File: src/hw/rtl/assert_macros.svh
// Assertion macros shared by the RTL of the vector normalise unit.
// Depends on nothing; clock clk and reset arst_n are assumed by name.
`ifndef ASSERT_MACROS_SVH
`define ASSERT_MACROS_SVH

// Concurrent assertion on clk, disabled during reset.
`define VN_ASSERT(label, prop, msg) \
	label: assert property (@(posedge clk) disable iff (!arst_n) (prop)) else $error(msg);

// Concurrent assertion that is also checked during reset.
`define VN_ASSERT_ALWAYS(label, prop, msg) \
	label: assert property (@(posedge clk) (prop)) else $error(msg);

`endif

File: src/hw/rtl/vn_pkg.sv
// Types and constants for the vector normalise unit.
// Depends on nothing; used by every module of the block.
`timescale 1ns / 1ps

package vn_pkg;

	localparam int unsigned CompW   = 32;   // component width
	localparam int unsigned SqW     = 64;   // sum of squares width
	localparam int unsigned RootW   = 32;   // length width
	localparam int unsigned QW      = 17;   // quotient width, up to 1.0
	localparam int unsigned NormW   = 17;   // min_norm width
	localparam int unsigned FracW   = 16;
	localparam logic [NormW-1:0] MinNormReset = 17'd1;

	// Per item side data travelling alongside the arithmetic cells
	typedef struct packed {
		logic [CompW-1:0] x;
		logic [CompW-1:0] y;
		logic [CompW-1:0] mx;
		logic [CompW-1:0] my;
		logic             nx;
		logic             ny;
		logic             fail;
		logic [RootW-1:0] len;
	} pay_t;

endpackage

File: src/hw/rtl/vn_sqrt_cell.sv
// One digit cell of the square root chain: settles one bit of the root.
// Depends on vn_pkg.
`timescale 1ns / 1ps

module vn_sqrt_cell (
	input  logic                     clk,
	input  logic                     en,
	input  logic [vn_pkg::SqW-1:0]   rad_i,
	input  logic [vn_pkg::RootW:0]   rem_i,
	input  logic [vn_pkg::RootW-1:0] root_i,
	output logic [vn_pkg::SqW-1:0]   rad_q,
	output logic [vn_pkg::RootW:0]   rem_q,
	output logic [vn_pkg::RootW-1:0] root_q
);
	import vn_pkg::*;

	logic [RootW+2:0] rem_n;
	logic [RootW+2:0] trial;
	logic [RootW+2:0] diff;
	logic             ge;

	// bring down two radicand bits and try root*4+1
	always_comb begin
		rem_n = {rem_i, rad_i[SqW-1 -: 2]};
		trial = {1'b0, root_i, 2'b01};
		ge    = rem_n >= trial;
		diff  = rem_n - trial;
	end

	always_ff @(posedge clk) begin
		if (en) begin
			rad_q  <= {rad_i[SqW-3:0], 2'b00};
			rem_q  <= ge ? diff[RootW:0] : rem_n[RootW:0];
			root_q <= {root_i[RootW-2:0], ge};
		end
	end

endmodule

File: config.mk
export PLATFORM = sky130hd
export DESIGN_NAME = vn_sqrt_cell
export DESIGN_NICKNAME = d
export VERILOG_FILES = /design/src/hw/rtl/assert_macros.svh /design/src/hw/rtl/vn_pkg.sv /design/src/hw/rtl/vn_sqrt_cell.sv
export SDC_FILE = /design/constraint.sdc
export NUM_CORES = 1
export LEC_CHECK = 0
export BUFFER_PORTS_ARGS = -buffer_cell sky130_fd_sc_hd__buf_2
export CORE_MARGIN = 2
export CORE_UTILIZATION = 34
export DETAILED_ROUTE_END_ITERATION = 12
export PLACE_DENSITY_LB_ADDON = 0.2
export SYNTH_ARGS = -nofsm -noshare
export SYNTH_HDL_FRONTEND = slang
export SYNTH_SLANG_ARGS = --single-unit
File: constraint.sdc
create_clock -name clk -period 3.7 [get_ports clk]
set_clock_uncertainty 0.15 [all_clocks]
set_input_delay 0.74 -clock clk [delete_from_list [all_inputs] [get_ports clk]]
set_output_delay 0.74 -clock clk [all_outputs]
set_load 0.005 [all_outputs]
## Word level (Yosys, flattened, before mapping)

Cells that the tools add are included.

- Register bits after elaboration: 127
- Input bits: 131
- Output and inout bits: 129
- Logic and storage cells: 6

- Add/subtract/negate cells: 1
- Order comparisons: 1
- Mux-type cells: 1

Operators by type and width:

| kind | count |
|---|---|
| >= comparator 35 x 34 -> 1 bit | 1 |
| 2-to-1 mux 33 bit | 1 |
| subtractor 33 bit | 1 |

## Longest topological paths before layout

Gate-level depths: netlist (run 1).

- Word-level depth: 2
- Mapped depth: 14
- Depth with buffers taken out: 11

## Worst setup path after synthesis (run 1)

Ideal clock, no wire load.

- Kind: input port to flip-flop
- Start: input port root_i[5] (netlist bit)
- End: register rem_q[32] (netlist bit), data pin
- Setup time: 0.261 ns
- Arrival time: 2.856 ns
- Data required time: 3.289 ns
- Slack: 0.433 ns
- Stages: 11
- Path buffers: 0
- Path through: inv_1 > ha_1 > a211oi_2 > o21bai_1 > a21o_1 > a221o_1 > a221o_1 > a21o_1 > a21oi_2 > xor2_1 > a21oi_1

- Cells in the longest elaborated chain, start to end: 2
- Elaborated cells on any way between the ends: 3
- Classes of those cells: 1 x add/sub; 1 x order compare; 1 x mux

RTL lines:

| what | RTL line | text |
|---|---|---|
| start, declared | vn_sqrt_cell.sv:10 | `input logic [vn_pkg::RootW-1:0] root_i,` |
| subtractor 33 bit / >= comparator 35 x 34 -> 1 bit (equally long branches) | vn_sqrt_cell.sv:27, vn_sqrt_cell.sv:26 |  |
| 2-to-1 mux 33 bit * | vn_sqrt_cell.sv:33 | `rem_q <= ge ? diff[RootW:0] : rem_n[RootW:0];` |
| end signal, assigned | vn_sqrt_cell.sv:33 |  |
| end, declared | vn_sqrt_cell.sv:12 | `output logic [vn_pkg::RootW:0] rem_q,` |

Every way passes the cells marked *; elsewhere a longest branch is shown, timed or not.
A chain may end at the register's enable or synchronous reset.

## Worst setup path in the final report (run 1)

- Start: input port root_i[6] (netlist bit)
- End: register rem_q[30] (netlist bit), data pin

Same word-level chain as after synthesis.

==> results.txt, run 1 <==
----------------------------------------------------
[Job]
  Max cap viols ... 0

[Clocking]
  CTS Hold Buffers Added ... 0
  Clock sink count ... 127
  Post-CTS setup-driven buffer insertion count ... 0
  Clock-pin transition on the worst setup and hold timing paths ... 0.06 ns
  Post-cts gate resize count ... 0
  Number of buffers on the longest clock path ... 2
  H-Tree Level Count ... 4
  Inserted Clock Buffers ... 17
  Clock root buffer master ... sky130_fd_sc_hd__clkbuf_16
  Clock tree from TritonCTS ... yes

[Yosys]
  Number of storage elements in the synthesis netlist ... 127
  Average instance area after synthesis ... 12.5 um^2
  Post-Syn Instances ... 488
  EDFF count, synth ... 127
  Number of warnings issued by yosys ... 0
  Mapped cell area ... 0.00610 mm^2
  Async SR Flop Fraction ... 0
  Dominant register cell in the synthesized netlist ... sky130_fd_sc_hd__edfxtp_1
  Yosys cell types ... 48
  Part of the Yosys area used for sequential elements ... 0.625

[Pwr]
  Max IR drop VDD ... 0.309 mV
  Overall power ... 4.26 mW
  Switching pwr ... 1.08 mW
  Internal power summed over all cells ... 3.18 mW
  Switch share ... 0.253
  Leakage power of the design ... 3.78 nW
  Flop pwr share ... 0.420
  Fraction of power consumed by the clock network ... 0.407
  Areal power density over the cells ... 503 mW/mm^2
  Portion of total power attributed to combinational logic ... 0.173

[STA]
  Relative slew slack ... 0.556
  Actual transition at the worst max-transition pin ... 0.661 ns
  Min Clock Period, post-route ... 3.36 ns
  Number of hold violations in the final report ... 0
  Number of setup violations in the final report ... 0
  Final setup margin ... 0.339 ns
  Final period utilization ... 0.908
  Max-slew violation total from the final report ... 0
  Unrepaired setup endpoints after global routing ... false
  Upper clock frequency limit ... 298 MHz

[GRT]
  Remaining Overflow, GRT ... 0
  Initial antenna violation count ... 2
  Via count of the first global-routing pass ... 4742
  Global-route wire length before repair ... 23.5 mm
  All-layer global routing usage ... 0.160
  Pin count of the biggest net entering global routing ... 68

[Detailed routing]
  Detail Route Antenna Nets ... 0
  DR vias ... 4797
  Detailed Route WL ... 15.8 mm
  Per-cell via count in the routed design ... 4.71
  DRC violation count after routing ... 0
  Violation count after the first detailed-routing iteration ... 174
  Routed length per instance ... 15.5 um
  Number of detailed-route iterations in the first pass ... 4

[Final layout]
  Synthesis-to-layout area growth ... 38.8%
  Fraction of layout cells with a size suffix above 1 ... 0.422
  Non-Filler Cell Area, Final ... 0.00847 mm^2
  Number of antenna cells inserted ... 0
  # nets final ... 946
  Final cell count without fillers ... 1019

[Place]
  Count of placed standard cells including taps ... 987
  Number of I/O port buffers ... 257
  DP Area ... 0.00785 mm^2
  Gp weighted congestion ... 0.840
  Minimum setup slack after placement ... -0.103 ns
  HPWL Detailed ... 12.3 mm

[Min path]
  Hold Crit Depth ... 1
  Worst hold-check path type ... in2reg

[Floorplan]
  Starting density of the core ... 0.350
  Core Box Area ... 0.0174 mm^2
  Floorplan row count ... 48
  Die area ... 0.0190 mm^2
  Total I/O pin count ... 260
  Die height ... 138 um
  Overall die width ... 138 um

[Worst setup path]
  Critical path endpoint category ... register
  Worst Path Max Fanout ... 5
  Maximum cell stage delay along the critical path ... 0.59 ns
  Max stage delay cell, worst path ... sky130_fd_sc_hd__o31ai_1
  Number of logic stages on the critical path including buffering ... 13
  Top Family by Delay on Critical Path ... compound AO/OA/AOI/OAI gates
  Endpoint required time on the critical path ... 3.71 ns
  CP cell instances ... buf_2 > inv_1 > ha_1 > buf_4 > o21ai_0 > o21bai_1 > a21o_1 > a221o_1 > a21oi_2 > o31ai_1 > a21oi_1 > xnor2_1 > mux2_2
  CP Launch Type ... primary input
  Setup CP Type ... in2reg
  Worst path bufs/invs ... 3
  Arrival time of the worst setup path ... 3.37 ns

[Run status]
  Result of the run ... finished, final reports clean

----------------------------------------------------
-- final timing paths --
path | start | endpoint | slack [ns]
worst max-delay path | root_i[6] | rem_q[30] | 0.34
worst min-delay path | rad_i[51] | rad_q[53] | 0.36
-- power by group through the flow --
stage | registers [mW] | logic (mW) | clock network, mW
floorplan | 1.84 | 0.347 | 0
global placement | 1.82 | 0.736 | 0
detailed placement | 1.82 | 0.742 | 0
CTS | 1.79 | 0.747 | 1.78
global route | 1.80 | 0.824 | 1.84
finish | 1.79 | 0.737 | 1.73
-- sequential cells by signal, indices dropped and copies added, names as in the netlist --
signal and cells:
rad_q 62, rem_q 33, root_q 32
-- per-stage QoR --
| stage | setup TNS (ns) | utilization | hold slack, ns |
|---|---|---|---|
| floorplan | 0 | - | 0.689 |
| global placement | -0.320 | 0.451 | 0.767 |
| detailed placement | -1.68 | 0.451 | 0.768 |
| CTS | 0 | 0.486 | 0.334 |
| global route | 0 | 0.486 | 0.329 |
| finish | 0 | 0.486 | 0.356 |
-- Yosys cell counts, types with 2 or more instances --
cell	instances	area, um^2
sky130_fd_sc_hd__a211oi_2	2	25.0
sky130_fd_sc_hd__nor3_1	5	25.0
sky130_fd_sc_hd__clkbuf_1	5	18.8
sky130_fd_sc_hd__o21bai_1	6	45.0
sky130_fd_sc_hd__nand2_1	28	105
sky130_fd_sc_hd__a21oi_2	2	17.5
sky130_fd_sc_hd__ha_1	34	425
sky130_fd_sc_hd__mux2_2	7	78.8
sky130_fd_sc_hd__nand4_1	6	37.5
sky130_fd_sc_hd__a31oi_1	5	31.3
sky130_fd_sc_hd__a211oi_1	3	22.5
sky130_fd_sc_hd__nor2_1	42	158
sky130_fd_sc_hd__a221o_1	3	30.0
sky130_fd_sc_hd__edfxtp_1	127	3810
sky130_fd_sc_hd__buf_2	8	40.0
sky130_fd_sc_hd__and3_1	3	18.8
sky130_fd_sc_hd__o21a_1	8	60.1
sky130_fd_sc_hd__nand3_1	8	40.0
sky130_fd_sc_hd__o211ai_1	2	15.0
sky130_fd_sc_hd__buf_4	4	30.0
sky130_fd_sc_hd__a221oi_1	2	17.5
sky130_fd_sc_hd__xor2_1	9	78.8
sky130_fd_sc_hd__a21oi_1	56	280
sky130_fd_sc_hd__a21o_1	9	67.6
sky130_fd_sc_hd__nand2b_1	4	25.0
sky130_fd_sc_hd__o21ai_0	20	100
sky130_fd_sc_hd__xnor2_1	19	166
sky130_fd_sc_hd__a41oi_1	2	17.5
sky130_fd_sc_hd__o31ai_1	2	15.0
sky130_fd_sc_hd__inv_1	39	146
-- cell type report --
type	count	area, um^2
clock buffers	18	429
clock inverters	14	184
fillers	1605	8950
inverters	39	146
multi-input cells	305	2050
flip-flops and latches	127	3810
well taps	225	282
repair buffers	291	1560
-- cell usage in the layout, fill, tap and decap left out, drive strengths merged, types with 6 or more instances in the layout --
cell type / n
nor2: 42
xnor2: 19
clkbuf: 18
ha: 34
edfxtp: 127
o21ai: 21
mux2: 7
a21o: 9
o21a: 8
nand3: 8
nand2: 28
nand4: 6
xor2: 9
buf: 291
inv: 42
o21bai: 6
a21oi: 58
-- metal layers --
layer / vias to the layer above / routed length (um) / global-route usage
met5: - / 27 / 0
met4: 4 / 174 / 0.0556
met3: 15 / 1290 / 0.0504
met2: 195 / 7710 / 0.281
met1: 2196 / 6610 / 0.185
li1: 2387 / - / -
-- cell families (layout without fill, tap and decap cells) --
family	count (synthesis)	count (layout)	synth area share
XOR/XNOR	28	28	0.0402
buffers and inverters	57	362	0.0404
adder cells (fa/ha/maj)	34	34	0.0697
other	1	2	0.000615
flip-flops	127	127	0.625
multiplexers	7	7	0.0129
AO/OA/AOI/OAI	131	131	0.136
AND/OR/NAND/NOR	103	103	0.0753
Note: power is estimated with default switching activity, not from simulation.
==> inputs of run 2 (changes only) <==
==> constraint.sdc (replaced) <==
create_clock -name clk -period 3.7 [get_ports clk]
set_clock_uncertainty 0.15 [all_clocks]
set_input_delay 0.185 -clock clk [delete_from_list [all_inputs] [get_ports clk]]
set_output_delay 0.185 -clock clk [all_outputs]
set_load 0.005 [all_outputs]
==> results.txt, run 2 (synthesis results as in run 1) <==
----------------------------------------------------
[Run status]
  Result of the run ... finished, final reports clean

[Final layout]
  Final cell count without fillers ... 1114 (+9.3%)
  Number of flip-flops in the largest register ... 62 (unchanged)
  Fraction of layout cells with a size suffix above 1 ... 0.349 (-0.0732)
  Largest register by flop count ... rad_q
  Non-Filler Cell Area, Final ... 0.00950 mm^2 (+12%)
  Synthesis-to-layout area growth ... 55.8%
  Number of antenna cells inserted ... 0 (unchanged)
  Total of fill cells in the finished design ... 1526 (-4.9%)
  Most frequent standard cell in the layout excluding fill and tap cells ... sky130_fd_sc_hd__buf_2
  Largest registers in the final layout ... rad_q: 62 flops, rem_q: 33 flops, root_q: 32 flops
  # nets final ... 1042 (+10%)
  Most frequent cells in the layout ... sky130_fd_sc_hd__buf_2, sky130_fd_sc_hd__edfxtp_1, sky130_fd_sc_hd__dlygate4sd3_1
  Core Util, Final ... 0.545 (+0.0594)

[STA]
  Number of setup violations in the final report ... 0 (unchanged)
  Unrepaired setup endpoints after global routing ... false
  Relative slew slack ... 0.394 (-0.161)
  Final setup margin ... 0.240 ns (-0.0993 ns)
  Upper clock frequency limit ... 289 MHz (-2.9%)
  Max-slew violation total from the final report ... 0 (unchanged)
  Final period utilization ... 0.935 (+0.0268)
  Number of hold violations in the final report ... 0 (unchanged)
  Actual transition at the worst max-transition pin ... 0.909 ns (+0.248 ns)
  Min Clock Period, post-route ... 3.46 ns (+0.0993 ns)
  Total negative slack ... 0 ns (unchanged)

[GRT]
  Via count of the first global-routing pass ... 5235 (+10%)
  Global-route wire length before repair ... 25.3 mm (+8.0%)
  Remaining Overflow, GRT ... 0 (unchanged)
  All-layer global routing usage ... 0.173 (+0.0121)
  Initial antenna violation count ... 0 (-2)
  Pin count of the biggest net entering global routing ... 101 (+49%)

[Clocking]
  Clock sink count ... 127 (unchanged)
  Clock root buffer master ... sky130_fd_sc_hd__clkbuf_16
  Clock-pin transition on the worst setup and hold timing paths ... 0.06 ns (about the same)
  H-Tree Level Count ... 4 (unchanged)
  Post-cts gate resize count ... 0 (unchanged)
  Number of buffers on the longest clock path ... 2 (unchanged)
  Clock tree from TritonCTS ... yes
  Inserted Clock Buffers ... 17 (unchanged)

[Place]
  HPWL Detailed ... 12.1 mm (-1.7%)
  Gp weighted congestion ... 0.824 (-2.0%)
  Number of I/O port buffers ... 257 (unchanged)
  DP Area ... 0.00764 mm^2 (-2.6%)
  Count of placed standard cells including taps ... 961 (-2.6%)
  Minimum setup slack after placement ... 0.226 ns (+0.329 ns)

[Detailed routing]
  DRC violation count after routing ... 0 (unchanged)
  Routed length per instance ... 15.4 um (-0.53%)
  Detail Route Antenna Nets ... 0 (unchanged)
  DR vias ... 5218 (+8.8%)
  Detailed Route WL ... 17.2 mm (+8.7%)
  Violation count after the first detailed-routing iteration ... 253 (+45%)
  Number of detailed-route iterations in the first pass ... 4 (unchanged)
  Per-cell via count in the routed design ... 4.68 (-0.50%)

[Floorplan]
  Floorplan row count ... 48 (unchanged)
  Die area ... 0.0190 mm^2 (unchanged)
  Core Box Area ... 0.0174 mm^2 (unchanged)
  Starting density of the core ... 0.350 (unchanged)
  Overall die width ... 138 um (unchanged)
  Total I/O pin count ... 260 (unchanged)
  Die height ... 138 um (unchanged)

[Worst setup path]
  Critical path endpoint category ... register
  Top Family by Delay on Critical Path ... compound AO/OA/AOI/OAI gates
  Arrival time of the worst setup path ... 3.47 ns (+0.10 ns)
  Worst Path Max Fanout ... 4 (-1)
  Setup CP Type ... in2reg
  Max stage delay cell, worst path ... sky130_fd_sc_hd__o31ai_1
  Most common cell type on the critical path ... sky130_fd_sc_hd__a21oi_1
  CP cell instances ... dlygate4sd3_1 > buf_2 > inv_1 > ha_1 > nor2b_1 > o31ai_2 > a21oi_1 > a221o_1 > a21oi_2 > o31ai_1 > a21oi_1 > xnor2_1 > mux2_2
  Endpoint required time on the critical path ... 3.71 ns (about the same)
  Worst path bufs/invs ... 3 (unchanged)
  Maximum cell stage delay along the critical path ... 0.57 ns (-0.02 ns)
  CP Launch Type ... primary input

[Min path]
  Worst hold-check path type ... in2reg

[Pwr]
  Leakage power of the design ... 4.17 nW (+10%)
  Max IR drop VDD ... 0.296 mV (-4.1%)
  Areal power density over the cells ... 464 mW/mm^2 (-7.8%)

[Job]
  Max cap viols ... 0 (unchanged)

----------------------------------------------------
-- run 2: cell count changes in the layout (fill, tap and decap cells not counted) --
| cell | change |
|---|---|
| sky130_fd_sc_hd__clkinvlp_4 | -1 |
| sky130_fd_sc_hd__clkbuf_1 | -1 |
| sky130_fd_sc_hd__clkinv_4 | +1 |
| sky130_fd_sc_hd__buf_4 | -25 |
| sky130_fd_sc_hd__o21ai_2 | +1 |
| sky130_fd_sc_hd__dlygate4sd3_1 | +121 |
| sky130_fd_sc_hd__buf_12 | -1 |
| sky130_fd_sc_hd__bufinv_16 | +1 |
| sky130_fd_sc_hd__clkinv_2 | -1 |
-- run 2: timing repair --
action	CTS	global route
endpoints found under the hold margin	121	0
buffers inserted	0	0
hold buffers	121	0
setup endpoints to repair	0	23
-- run 2: stage by stage --
stage	hold slack (ns)	power, mW
6_report	0.00154	4.40
2_1_floorplan	0.134	2.19
5_1_grt	0.00351	4.61
4_1_cts	0.00152	4.45
3_3_place_gp	0.212	2.52
3_5_place_dp	0.213	2.53
-- run 2: per-layer routing --
metal  share of wire  vias up  global-route usage
li1                -     2582                   -
met1            0.42     2408               0.203
met3           0.073       20              0.0493
met4           0.015        0              0.0578
met2            0.49      208               0.303
met5               0        -                   0
-- run 2: layout make-up --
type	instances	area, um^2	area share
sequential	127	3810	0.401
timing repair buffer	386	2560	0.270
multi-input combinational	306	2060	0.217
clock buffer	17	425	0.0448
tap	225	282	0.0296
clock inverter	14	210	0.0221
inverter	39	146	0.0154
-- run 2: worst paths after layout --
path | to | slack [ns] | cells past startpoint | start
setup / recovery | rem_q[30] | 0.24 | 13 | root_i[0]
hold / removal | rem_q[28] | 0.002 | 3 | rem_i[26]
-- run 2: power by group --
group	total [mW]	internal [mW]	switching (mW)
sequential	1.79	1.76	0.0355
clock	1.80	1.14	0.662
combinational	0.809	0.405	0.404
total	4.40	3.30	1.10
