==> src/hw/rtl/assert_macros.svh <==
// Assertion macros shared by the RTL of the vector normalise unit.
// Depends on nothing; clock clk and reset arst_n are assumed by name.
`ifndef ASSERT_MACROS_SVH
`define ASSERT_MACROS_SVH

// Concurrent assertion on clk, disabled during reset.
`define VN_ASSERT(label, prop, msg) \
	label: assert property (@(posedge clk) disable iff (!arst_n) (prop)) else $error(msg);

// Concurrent assertion that is also checked during reset.
`define VN_ASSERT_ALWAYS(label, prop, msg) \
	label: assert property (@(posedge clk) (prop)) else $error(msg);

`endif

==> src/hw/rtl/vn_pkg.sv <==
// Types and constants for the vector normalise unit.
// Depends on nothing; used by every module of the block.
`timescale 1ns / 1ps

package vn_pkg;

	localparam int unsigned CompW   = 32;   // component width
	localparam int unsigned SqW     = 64;   // sum of squares width
	localparam int unsigned RootW   = 32;   // length width
	localparam int unsigned QW      = 17;   // quotient width, up to 1.0
	localparam int unsigned NormW   = 17;   // min_norm width
	localparam int unsigned FracW   = 16;
	localparam logic [NormW-1:0] MinNormReset = 17'd1;

	// Per item side data travelling alongside the arithmetic cells
	typedef struct packed {
		logic [CompW-1:0] x;
		logic [CompW-1:0] y;
		logic [CompW-1:0] mx;
		logic [CompW-1:0] my;
		logic             nx;
		logic             ny;
		logic             fail;
		logic [RootW-1:0] len;
	} pay_t;

endpackage

==> src/hw/rtl/vn_div_cell.sv <==
// One step cell of a restoring divider chain: settles one quotient bit.
// Depends on vn_pkg.
`timescale 1ns / 1ps

module vn_div_cell (
	input  logic                     clk,
	input  logic                     en,
	input  logic [vn_pkg::RootW-1:0] len_i,
	input  logic [vn_pkg::RootW-1:0] rem_i,
	input  logic [vn_pkg::QW-1:0]    dvd_i,
	input  logic [vn_pkg::QW-1:0]    q_i,
	output logic [vn_pkg::RootW-1:0] rem_q,
	output logic [vn_pkg::QW-1:0]    dvd_q,
	output logic [vn_pkg::QW-1:0]    q_q
);
	import vn_pkg::*;

	logic [RootW:0] rem2;
	logic [RootW:0] diff;
	logic           ge;

	// shift in next dividend bit, subtract divisor if it fits
	always_comb begin
		rem2 = {rem_i, dvd_i[QW-1]};
		ge   = rem2 >= {1'b0, len_i};
		diff = rem2 - {1'b0, len_i};
	end

	always_ff @(posedge clk) begin
		if (en) begin
			rem_q <= ge ? diff[RootW-1:0] : rem2[RootW-1:0];
			dvd_q <= {dvd_i[QW-2:0], 1'b0};
			q_q   <= {q_i[QW-2:0], ge};
		end
	end

endmodule

==> config.mk <==
export PLATFORM = sky130hd
export DESIGN_NAME = vn_div_cell
export DESIGN_NICKNAME = d
export VERILOG_FILES = /design/src/hw/rtl/assert_macros.svh /design/src/hw/rtl/vn_pkg.sv /design/src/hw/rtl/vn_div_cell.sv
export SDC_FILE = /design/constraint.sdc
export NUM_CORES = 1
export LEC_CHECK = 0
export BUFFER_PORTS_ARGS = -buffer_cell sky130_fd_sc_hd__buf_2
export CORE_AREA = 2 2 123 95
export CTS_CLUSTER_DIAMETER = 200
export DETAILED_ROUTE_END_ITERATION = 10
export DIE_AREA = 0 0 125 97
export GPL_TIMING_DRIVEN = 0
export PLACE_DENSITY_LB_ADDON = 0.25
export SETUP_SLACK_MARGIN = 0.3
export SYNTH_ARGS = -nofsm -noshare
export SYNTH_HDL_FRONTEND = slang
export SYNTH_SLANG_ARGS = --single-unit
==> constraint.sdc <==
create_clock -name clk -period 3.9 [get_ports clk]
set_clock_uncertainty 0.15 [all_clocks]
set_input_delay 0 -clock clk [delete_from_list [all_inputs] [get_ports clk]]
set_output_delay 0 -clock clk [all_outputs]
set_load 0.005 [all_outputs]
* Word-level counts from Yosys, hierarchy flattened
Index checks and enable logic that the tools add are counted.
** Word-level totals
- Logic and storage cells :: 6
- Bits in registers :: 65
- Input port bits :: 100
- Output and inout bits :: 66
** Operators by class
- $add $sub $neg :: 1
- Magnitude comparators :: 1
- Multiplexer cells :: 1
** Operators by type and width (count)
- $ge 33x32->1 :: 1
- $mux 32 :: 1
- $sub 32x32->32 :: 1

* Longest topological paths before layout
Gate-level depths: netlist of the first run.
- Depth after elaboration :: 2
- Depth in mapped cells :: 13
- Depth with buffers taken out :: 11

* Worst setup path after synthesis of the first run
No wires, ideal clock.
- Path kind :: input to register
- From :: in len_i[23] in the netlist's numbering
- To :: reg rem_q[14] in the netlist's numbering, data pin
- Cell stages on the path :: 11
- Path slack :: 1.382 ns
- Data required time :: 3.490 ns
- Library setup time :: 0.260 ns
- Arrival time :: 2.108 ns
- Cell sequence :: inv_1 ha_1 buf_6 and3_1 o21a_1 a311oi_2 o21ai_1 or3b_1 o21a_1 buf_6 mux2_4
** On the way
- Word-level cells in the longest chain between the ends :: 2
** Ends and longest elaborated chain
- start, declared :: line vn_div_cell.sv:8 : input logic [vn_pkg::RootW-1:0] len_i,
- $ge 33x32->1 :: line vn_div_cell.sv:25 : ge = rem2 >= {1'b0, len_i};
- $mux 32 :: line vn_div_cell.sv:31 : rem_q <= ge ? diff[RootW-1:0] : rem2[RootW-1:0];
- end signal, assigned :: line vn_div_cell.sv:31
- end, declared :: line vn_div_cell.sv:12 : output logic [vn_pkg::RootW-1:0] rem_q,
Every way passes these cells.
A chain may end at the register's enable or synchronous reset.

* Final worst setup path of the first run
- From :: in rem_i[22] in the netlist's numbering
- To :: reg rem_q[0] in the netlist's numbering, data pin
** On the way
- Word-level cells in the longest chain between the ends :: 2
** Ends and longest elaborated chain
- start, declared :: line vn_div_cell.sv:9 : input logic [vn_pkg::RootW-1:0] rem_i,
- $ge 33x32->1 :: line vn_div_cell.sv:25
- $mux 32 :: line vn_div_cell.sv:31
Every way passes these cells.

==> flow_metrics.py, run 1 <==
metrics = {
    "cells_and_area": {
        "final_cell_area_um2": 6260,
        "syn_to_final_growth_pct": 46.0,
        "diodes": 0,
        "final_cells": 814,
        "drive_gt1_share_pct": 31.9,
        "fin_nets": 802,
    },
    "worst_hold_path": {
        "hp-class": "input port to register",
    },
    "clock_network": {
        "cts_tree": "yes",
        "clkTransAtPathRegs_ns": 0.06,
        "cts_root_buf": "clkbuf_16",
        "htreeDepth": 3,
        "clockBufferDepth": 2,
        "clock_sinks": 65,
        "cts_buffers": 9,
    },
    "timing": {
        "period_share_pct": 89.0,
        "fin_crit_ns": 3.47,
        "setup_viol": 0,
        "final_hold_viol_count": 0,
        "slew_viol_final": 0,
        "tns_ns": 0,
        "layout_setup_ws_ns": 0.428,
        "maxSlewHeadroom_pct": 42.6,
        "worstMarginPinSlew_ns": 0.861,
        "rsz0062_at_grt": "true",
        "max_freq_mhz": 288,
    },
    "critical_path": {
        "arrival_ns": 3.51,
        "crit_required_ns": 3.94,
        "start_kind": "input port",
        "worstSetupPathType": "input port to register",
        "critPathMaxFanout": 10,
        "endpoint_kind": "register",
    },
    "global_route": {
        "grt_max_degree": 66,
        "grt_antenna_before_repair": 0,
        "grt_remaining_overflow": 0,
        "grt_usage_pct": 19.8,
        "grt_pass1_wl_mm": 19.2,
        "grt_pass1_vias": 3945,
    },
    "logic_synthesis": {
        "synth_top_area_share_pct": 45.5,
        "synth_top_family_by_area": "compound AO/OA/AOI/OAI gates",
        "synth-main-ff-cell": "edfxtp_1",
        "synth_cell_types": 50,
        "yosys_warnings": 0,
        "async_flop_share_pct": 0,
        "yosysSeqAreaShare_pct": 45.5,
        "yosys.area.top_type": "edfxtp_1",
        "synth-xor-area-share_pct": 5.31,
        "synth_area_um2": 4290,
        "synth-edff-count": 65,
        "synth-simple-area-share_pct": 12.2,
        "synth_compound_gate_area_share_pct": 17.1,
        "synthCells": 426,
        "avgSynthCellArea_um2": 10.1,
        "synthTopCellsByArea": "edfxtp_1 (45%), ha_1 (9.3%), a21oi_1 (6.3%)",
        "synth_fa_ha_area_share_pct": 9.80,
        "syn_nets": 559,
        "ys_seq_elements": 65,
        "synth.area.mux_share_pct": 3.27,
    },
    "detailed_routing": {
        "drcViolationCount": 0,
        "ant_nets": 0,
        "wl_per_cell_um": 14.9,
        "via_count": 3979,
        "wirelength_mm": 12.1,
        "drt-vias-per-instance": 4.89,
        "first_pass_iters": 4,
        "initialDrtViolationCount": 159,
    },
    "run_status": {
        "status": "finished, final reports clean",
    },
    "floorplan": {
        "chipHeight_um": 97,
        "die_area_um2": 12100,
        "start_util_pct": 39.7,
        "std_cell_rows": 33,
        "core_um2": 10800,
        "io_pins": 166,
        "die_x_um": 125,
    },
    "pwr": {
        "ir_worst_vdd_v": 0.000218,
        "power_mw": 2.32,
        "power.leakage_nw": 2.88,
        "pwr_density_cell_nw_per_um2": 370,
    },
    "place": {
        "dp_slack_ns": 0.889,
        "post_dp_cell_area_um2": 5280,
        "hpwl_mm": 8.80,
        "io_buffers": 163,
        "placedCellCount": 729,
        "gp_congestion": 0.853,
    },
    "run": {
        "maxCapViolCount": 0,
    },
}
-- area by class of cell --
class | instances | area (µm²)
Fill cell | 943 | 4550
Multi-Input combinational cell | 297 | 2070
Sequential cell | 65 | 1950
Timing Repair Buffer | 232 | 1500
Clock buffer | 9 | 225
Tap cell | 140 | 175
Inverter | 46 | 173
Buffer | 18 | 120
Clock inverter | 7 | 46.3
-- path summary, 6_finish.rpt --
check,startpoint,endpoint,cells after the start
setup / recovery,rem_i[22],rem_q[0],14
hold / removal,en,rem_q[21],1
-- logic make-up (layout without fill, tap and decap cells) --
group,Yosys count,in the layout
other,1,1
xor gates and xnor gates,26,26
DFF,65,65
and+or+nand+nor,107,107
muxes,10,10
adders and majority gates,33,33
AOI/OAI and AO/OA,120,120
buffers and inverters,64,312
-- placed cells by master, fill, tap and decap left out, drive strengths merged, types with 4 or more instances in the layout --
master,count
a21oi,55
buf,178
nand3,8
nand4,8
dlygate4sd3,66
o31ai,7
xor2,10
mux2,8
o21a,6
inv,47
a21o,8
a2111oi,4
edfxtp,65
o21bai,5
ha,32
nor2,37
nand2,24
nand2b,7
xnor2,16
clkbuf,15
o21ai,21
-- registers in the layout (all words and copies together) (netlist names) --
| register | flops |
|---|---|
| rem_q | 32 |
| q_q | 17 |
| dvd_q | 16 |
-- layer usage --
layer / up-vias / part of all wire, % / wire (µm) / GRT usage, %
met4: 0 / 0.84 / 102 / 4.53
met5: - / 0 / 0 / 0
li1: 2020 / - / - / -
met3: 10 / 6.2 / 747 / 4.81
met2: 149 / 46 / 5510 / 31.9
met1: 1800 / 47 / 5740 / 27.0
-- report_power, final --
| group | switching [mW] | internal, mW |
|---|---|---|
| Combinational | 0.340 | 0.335 |
| Clock | 0.313 | 0.428 |
| Sequential | 0.0206 | 0.880 |
-- synthesized netlist by cell type (2+ instances only) --
cell and number:
buf_4 2, and2_1 3, o21a_1 6, buf_6 5
mux2_4 8, nand4b_1 2, o21bai_1 5, xor2_1 10
a21oi_1 54, xnor2_1 16, a211oi_1 3, o211ai_1 2
nand2_1 24, or2_2 2, a21o_1 8, nand3_1 8
a31o_2 2, a2111oi_0 3, and3_1 2, nand2b_1 7
inv_1 46, nor3_1 3, buf_2 5, nor2_1 37
nor2b_1 2, a31oi_1 2, o21ai_1 4, edfxtp_1 65
clkbuf_1 6, o21ai_0 17, mux2i_1 2, nand4_1 8
or3_1 2, ha_1 32, o31ai_1 7, nor4b_1 2
-- stage by stage --
stage	hold slack (ns)	util [%]
after CTS	0.202	57.4
after global placement	0.0263	48.8
after global routing	0.203	57.9
final	0.103	57.9
after floorplan	-0.0511	-
after detailed placement	0.0288	48.8
-- worst max-delay path, stage by stage --
cell and delay (ns):
dlygate4sd3_1 0.53, buf_2 0.13, ha_1 0.28, buf_6 0.14, a21o_1 0.19, o21a_1 0.18, a311oi_2 0.32, o21ai_2 0.11
or3b_1 0.38, o21a_1 0.20, buf_6 0.17, buf_6 0.16, a21oi_1 0.14, dlygate4sd3_1 0.57
-- what timing repair did --
action / in CTS / in global routing
resized for setup: 0 / 8
hold buffers: 66 / 0
hold endpoints to repair: 64 / 0
endpoints found under the setup margin: 0 / 2
buffers inserted: 0 / 3
Note: power is estimated with default switching activity, not from simulation.
==> run 2: changes to the inputs <==
--- a/config.mk
+++ b/config.mk
@@ -6,10 +6,10 @@
 export NUM_CORES = 1
 export LEC_CHECK = 0
 export BUFFER_PORTS_ARGS = -buffer_cell sky130_fd_sc_hd__buf_2
-export CORE_AREA = 2 2 123 95
+export CORE_AREA = 2 2 106 83
 export CTS_CLUSTER_DIAMETER = 200
 export DETAILED_ROUTE_END_ITERATION = 10
-export DIE_AREA = 0 0 125 97
+export DIE_AREA = 0 0 108 85
 export GPL_TIMING_DRIVEN = 0
 export PLACE_DENSITY_LB_ADDON = 0.25
 export SETUP_SLACK_MARGIN = 0.3
==> flow_metrics.py, run 2 (synthesized netlist as in run 1, its figures left out) <==
metrics = {
    "run_status": {
        "status": "finished, final reports clean",
    },
    "cells_and_area": {
        "largest_register_ffs": 32,
        "top_regs": "rem_q: 32 flops, q_q: 17 flops, dvd_q: 16 flops",
        "layout_commonest_cell": "buf_2",
        "fin_nets": 802,
        "final_cell_mix": "buf_2 (167), dlygate4sd3_1 (66), edfxtp_1 (65), a21oi_1 (53), inv_1 (46)",
        "syn_to_final_growth_pct": 43.9,
        "diodes": 0,
        "drive_gt1_share_pct": 31.5,
        "regMostFlops": "rem_q",
    },
    "clock_network": {
        "clockBufferDepth": 2,
        "clock_sinks": 65,
        "cts_tree": "yes",
        "htreeDepth": 3,
        "cts_buffers": 9,
        "cts_root_buf": "clkbuf_8",
        "clkTransAtPathRegs_ns": 0.08,
    },
    "critical_path": {
        "cp-endpoint": "rem_q[1]",
        "worstSetupStartpoint": "rem_i[22]",
        "start_kind": "input port",
        "crit_required_ns": 3.96,
        "endpoint_kind": "register",
        "critPathMaxFanout": 10,
        "arrival_ns": 3.48,
        "worstSetupPathType": "input port to register",
    },
    "global_route": {
        "grt_max_degree": 66,
        "grt_antenna_before_repair": 0,
        "grt_pass1_wl_mm": 19.6,
        "grt_pass1_vias": 4116,
        "grt_remaining_overflow": 0,
        "grt_usage_pct": 27.2,
    },
    "floorplan": {
        "start_util_pct": 52.6,
        "core_um2": 8160,
        "io_pins": 166,
        "chipHeight_um": 85,
        "die_x_um": 108,
        "die_area_um2": 9180,
        "std_cell_rows": 29,
    },
    "detailed_routing": {
        "ant_nets": 0,
        "wl_per_cell_um": 15.9,
        "first_pass_iters": 5,
        "via_count": 4125,
        "drcViolationCount": 0,
        "drt-vias-per-instance": 5.27,
        "wirelength_mm": 12.4,
        "initialDrtViolationCount": 135,
    },
    "run": {
        "maxCapViolCount": 0,
    },
    "place": {
        "gp_congestion": 0.824,
        "hpwl_mm": 8.43,
        "io_buffers": 163,
    },
    "timing": {
        "rsz0062_at_grt": "true",
        "final_hold_viol_count": 0,
        "fin_hold_ws_ns": 0.130,
        "maxSlewHeadroom_pct": 44.0,
        "max_freq_mhz": 293,
        "fin_crit_ns": 3.42,
        "worstMarginPinSlew_ns": 0.840,
        "slew_viol_final": 0,
        "tns_ns": 0,
        "period_share_pct": 87.6,
        "setup_viol": 0,
    },
    "pwr": {
        "power.leakage_nw": 2.87,
        "ir_worst_vdd_v": 0.000206,
        "pwr_density_cell_nw_per_um2": 361,
    },
    "worst_hold_path": {
        "hp-class": "input port to register",
    },
}
[run 2: cell types whose count changed in the layout (fill, tap and decap cells not counted)]
cell / before / now
clkbuf_1: 5 / 6
a21oi_1: 52 / 53
a21oi_2: 3 / 2
clkinv_2: 3 / 1
nor4b_4: 0 / 1
nor4b_2: 2 / 1
clkbuf_8: 0 / 9
clkinv_1: 0 / 1
clkbuf_2: 1 / 0
bufinv_16: 0 / 2
clkinvlp_4: 3 / 2
clkbuf_16: 9 / 0
[run 2: stage by stage]
stage	cells	power, mW	area, µm²	setup WS (ns)	utilization, %
finish	782	2.23	6170	0.484	75.6
global route	782	2.34	6170	0.271	75.6
detailed placement	697	1.51	5240	0.891	64.2
global placement	697	1.50	5240	0.907	64.2
floorplan	426	1.28	4290	1.38	-
CTS	779	2.22	6120	0.429	74.9
[run 2: worst min-delay path by stage]
stage | startpoint | endpoint | slack (ns) | cells past startpoint
2_1_floorplan | dvd_i[9] | dvd_q[10] | -0.05 | 0
3_3_place_gp | q_i[1] | q_q[2] | 0.03 | 1
3_5_place_dp | q_i[2] | q_q[3] | 0.03 | 1
4_1_cts | len_i[1] | rem_q[2] | 0.14 | 4
5_1_grt | len_i[1] | rem_q[2] | 0.16 | 4
6_report | en | rem_q[14] | 0.13 | 1
[run 2: metal layers]
metal  GRT usage [%]  vias to the layer above  wire (µm)  share of wire [%]
met3            4.45                       23        853                6.9
met5               0                        -          0                  0
met1            34.4                     1897       5310                 43
met2            48.4                      182       6060                 49
li1                -                     2023          -                  -
met4            7.46                        0        187                1.5
[run 2: layout make-up]
cell class | instances | area [µm²]
plain buffers | 18 | 119
clock buffers | 9 | 124
clock inverters | 7 | 92.6
fillers | 583 | 1990
inverters | 46 | 173
multi-input cells | 297 | 2080
flip-flops and latches | 65 | 1950
well taps | 108 | 135
repair buffers | 232 | 1500
[run 2: worst max-delay path, cell delays in order]
cell and delay (ns):
dlygate4sd3_1 0.55, buf_2 0.13, ha_1 0.28, buf_6 0.14, a21o_1 0.20, o21a_1 0.18, a311oi_2 0.30, o21ai_2 0.11
or3b_1 0.36, o21a_1 0.20, buf_4 0.18, buf_6 0.15, a21oi_1 0.13, dlygate4sd3_1 0.54
[run 2: timing repair]
action,CTS,global route
hold endpoints to repair,64,0
buffers inserted,0,3
hold buffers,66,0
setup endpoints to repair,0,2
gates resized for setup,0,6
[run 2: where the power goes]
part	switching, mW	internal (mW)
registers	0.0228	0.878
logic	0.343	0.333
clock network	0.290	0.359
total	0.656	1.57
==> run 3: changes to the inputs <==
--- a/config.mk
+++ b/config.mk
@@ -10,8 +10,8 @@
 export CTS_CLUSTER_DIAMETER = 200
 export DETAILED_ROUTE_END_ITERATION = 10
 export DIE_AREA = 0 0 108 85
-export GPL_TIMING_DRIVEN = 0
 export PLACE_DENSITY_LB_ADDON = 0.25
+export REMOVE_ABC_BUFFERS = 1
 export SETUP_SLACK_MARGIN = 0.3
 export SYNTH_ARGS = -nofsm -noshare
 export SYNTH_HDL_FRONTEND = slang
==> flow_metrics.py, run 3 (synthesized netlist as in run 1, its figures left out) <==
metrics = {
    "cells_and_area": {
        "multiInputGateArea_um2": 2050,
        "seqCellArea_um2": 1950,
        "regMostFlops": "rem_q",
        "diodes": 0,
        "layout_commonest_cell": "buf_2",
        "largest_register_ffs": 32,
        "final_cell_mix": "buf_2 (163), dlygate4sd3_1 (66), edfxtp_1 (65), a21oi_1 (54), inv_1 (46)",
        "final_cell_area_um2": 6050,
        "top_regs": "rem_q: 32 flops, q_q: 17 flops, dvd_q: 16 flops",
        "final_cells": 764,
        "fillers": 589,
        "drive_gt1_share_pct": 29.9,
        "postLayoutCoreUtil_pct": 74.2,
        "syn_to_final_growth_pct": 41.1,
        "fin_nets": 784,
    },
    "critical_path": {
        "endpoint_kind": "register",
        "worstSetupPathType": "input port to register",
        "start_kind": "input port",
        "critPathMaxFanout": 5,
        "crit_required_ns": 3.84,
        "arrival_ns": 3.21,
    },
    "run_status": {
        "status": "finished, final reports clean",
    },
    "timing": {
        "rsz0062_at_grt": "false",
        "final_hold_viol_count": 0,
        "tns_ns": 0,
        "period_share_pct": 83.8,
        "maxSlewHeadroom_pct": 48.9,
        "max_freq_mhz": 306,
        "worstMarginPinSlew_ns": 0.767,
        "slew_viol_final": 0,
        "setup_viol": 0,
        "fin_crit_ns": 3.27,
    },
    "global_route": {
        "grt_pass1_wl_mm": 18.8,
        "grt_usage_pct": 26.1,
        "grt_pass1_vias": 3927,
        "grt_remaining_overflow": 0,
        "grt_antenna_before_repair": 0,
        "grt_max_degree": 42,
    },
    "run": {
        "maxCapViolCount": 0,
    },
    "floorplan": {
        "die_x_um": 108,
        "chipHeight_um": 85,
        "die_area_um2": 9180,
        "start_util_pct": 52.6,
        "io_pins": 166,
        "core_um2": 8160,
        "std_cell_rows": 29,
    },
    "detailed_routing": {
        "drcViolationCount": 0,
        "first_pass_iters": 4,
        "initialDrtViolationCount": 162,
        "via_count": 4043,
        "wirelength_mm": 11.9,
        "drt-vias-per-instance": 5.29,
        "wl_per_cell_um": 15.6,
        "ant_nets": 0,
    },
    "clock_network": {
        "clock_sinks": 65,
        "clockBufferDepth": 2,
        "htreeDepth": 3,
        "post_cts_buffers": 0,
        "cts_root_buf": "clkbuf_8",
        "cts_tree": "yes",
        "clkTransAtPathRegs_ns": 0.08,
        "cts_buffers": 9,
    },
    "place": {
        "hpwl_mm": 8.13,
        "placedCellCount": 682,
        "post_dp_cell_area_um2": 5150,
        "io_buffers": 163,
        "gp_congestion": 0.850,
    },
    "pwr": {
        "ir_worst_vdd_v": 0.000203,
        "pwr_density_cell_nw_per_um2": 373,
        "power.leakage_nw": 2.80,
    },
    "worst_hold_path": {
        "hp-class": "input port to register",
    },
}
## run 3: final timing paths
check | start | endpoint | slack [ns] | cells past startpoint
max | rem_i[1] | rem_q[31] | 0.63 | 12
min | en | rem_q[22] | 0.13 | 1
## run 3: cell type report
type | instances | share of cell area, %
Clock buffer | 10 | 2.11
Clock inverter | 6 | 1.88
Inverter | 46 | 2.85
Multi-Input combinational cell | 297 | 33.9
Sequential cell | 65 | 32.2
Tap cell | 108 | 2.23
Timing Repair Buffer | 232 | 24.8
## run 3: timing repair
item	CTS	global route
hold buffers	66	0
resized for setup	0	1
hold endpoints to repair	64	0
setup endpoints to repair	0	19
## run 3: report_power, final
group | internal, mW | switching [mW] | total (mW) | leakage [nW]
Clock | 0.427 | 0.287 | 0.714 | 0.113
Combinational | 0.315 | 0.329 | 0.644 | 2.05
Sequential | 0.878 | 0.0225 | 0.900 | 0.637
Total | 1.62 | 0.638 | 2.26 | 2.80
## run 3: per-layer routing
layer	up-vias	part of all wire, %	track usage, %
met4	0	1.6	6.99
met1	1871	42	33.0
met5	-	0	0
li1	1982	-	-
met3	18	7.3	5.45
met2	172	49	45.6
## run 3: stage by stage
stage / total power, mW / hold WS (ns) / setup WS (ns)
after floorplan: 1.27 / -0.0511 / 0.614
after global placement: 1.48 / 0.0264 / 0.702
after detailed placement: 1.49 / 0.0281 / 0.620
after CTS: 2.26 / 0.138 / 0.411
after global routing: 2.37 / 0.147 / 0.375
final: 2.26 / 0.130 / 0.633
## run 3: worst max-delay path, cell delays in order
cell           delay [ns]
dlygate4sd3_1        0.54
buf_2                0.14
ha_1                 0.34
o21ai_0              0.16
a21oi_1              0.06
buf_4                0.15
a2111oi_0            0.40
nor2_1               0.18
a2111oi_0            0.62
o31ai_1              0.18
xor2_1               0.17
mux2_4               0.26
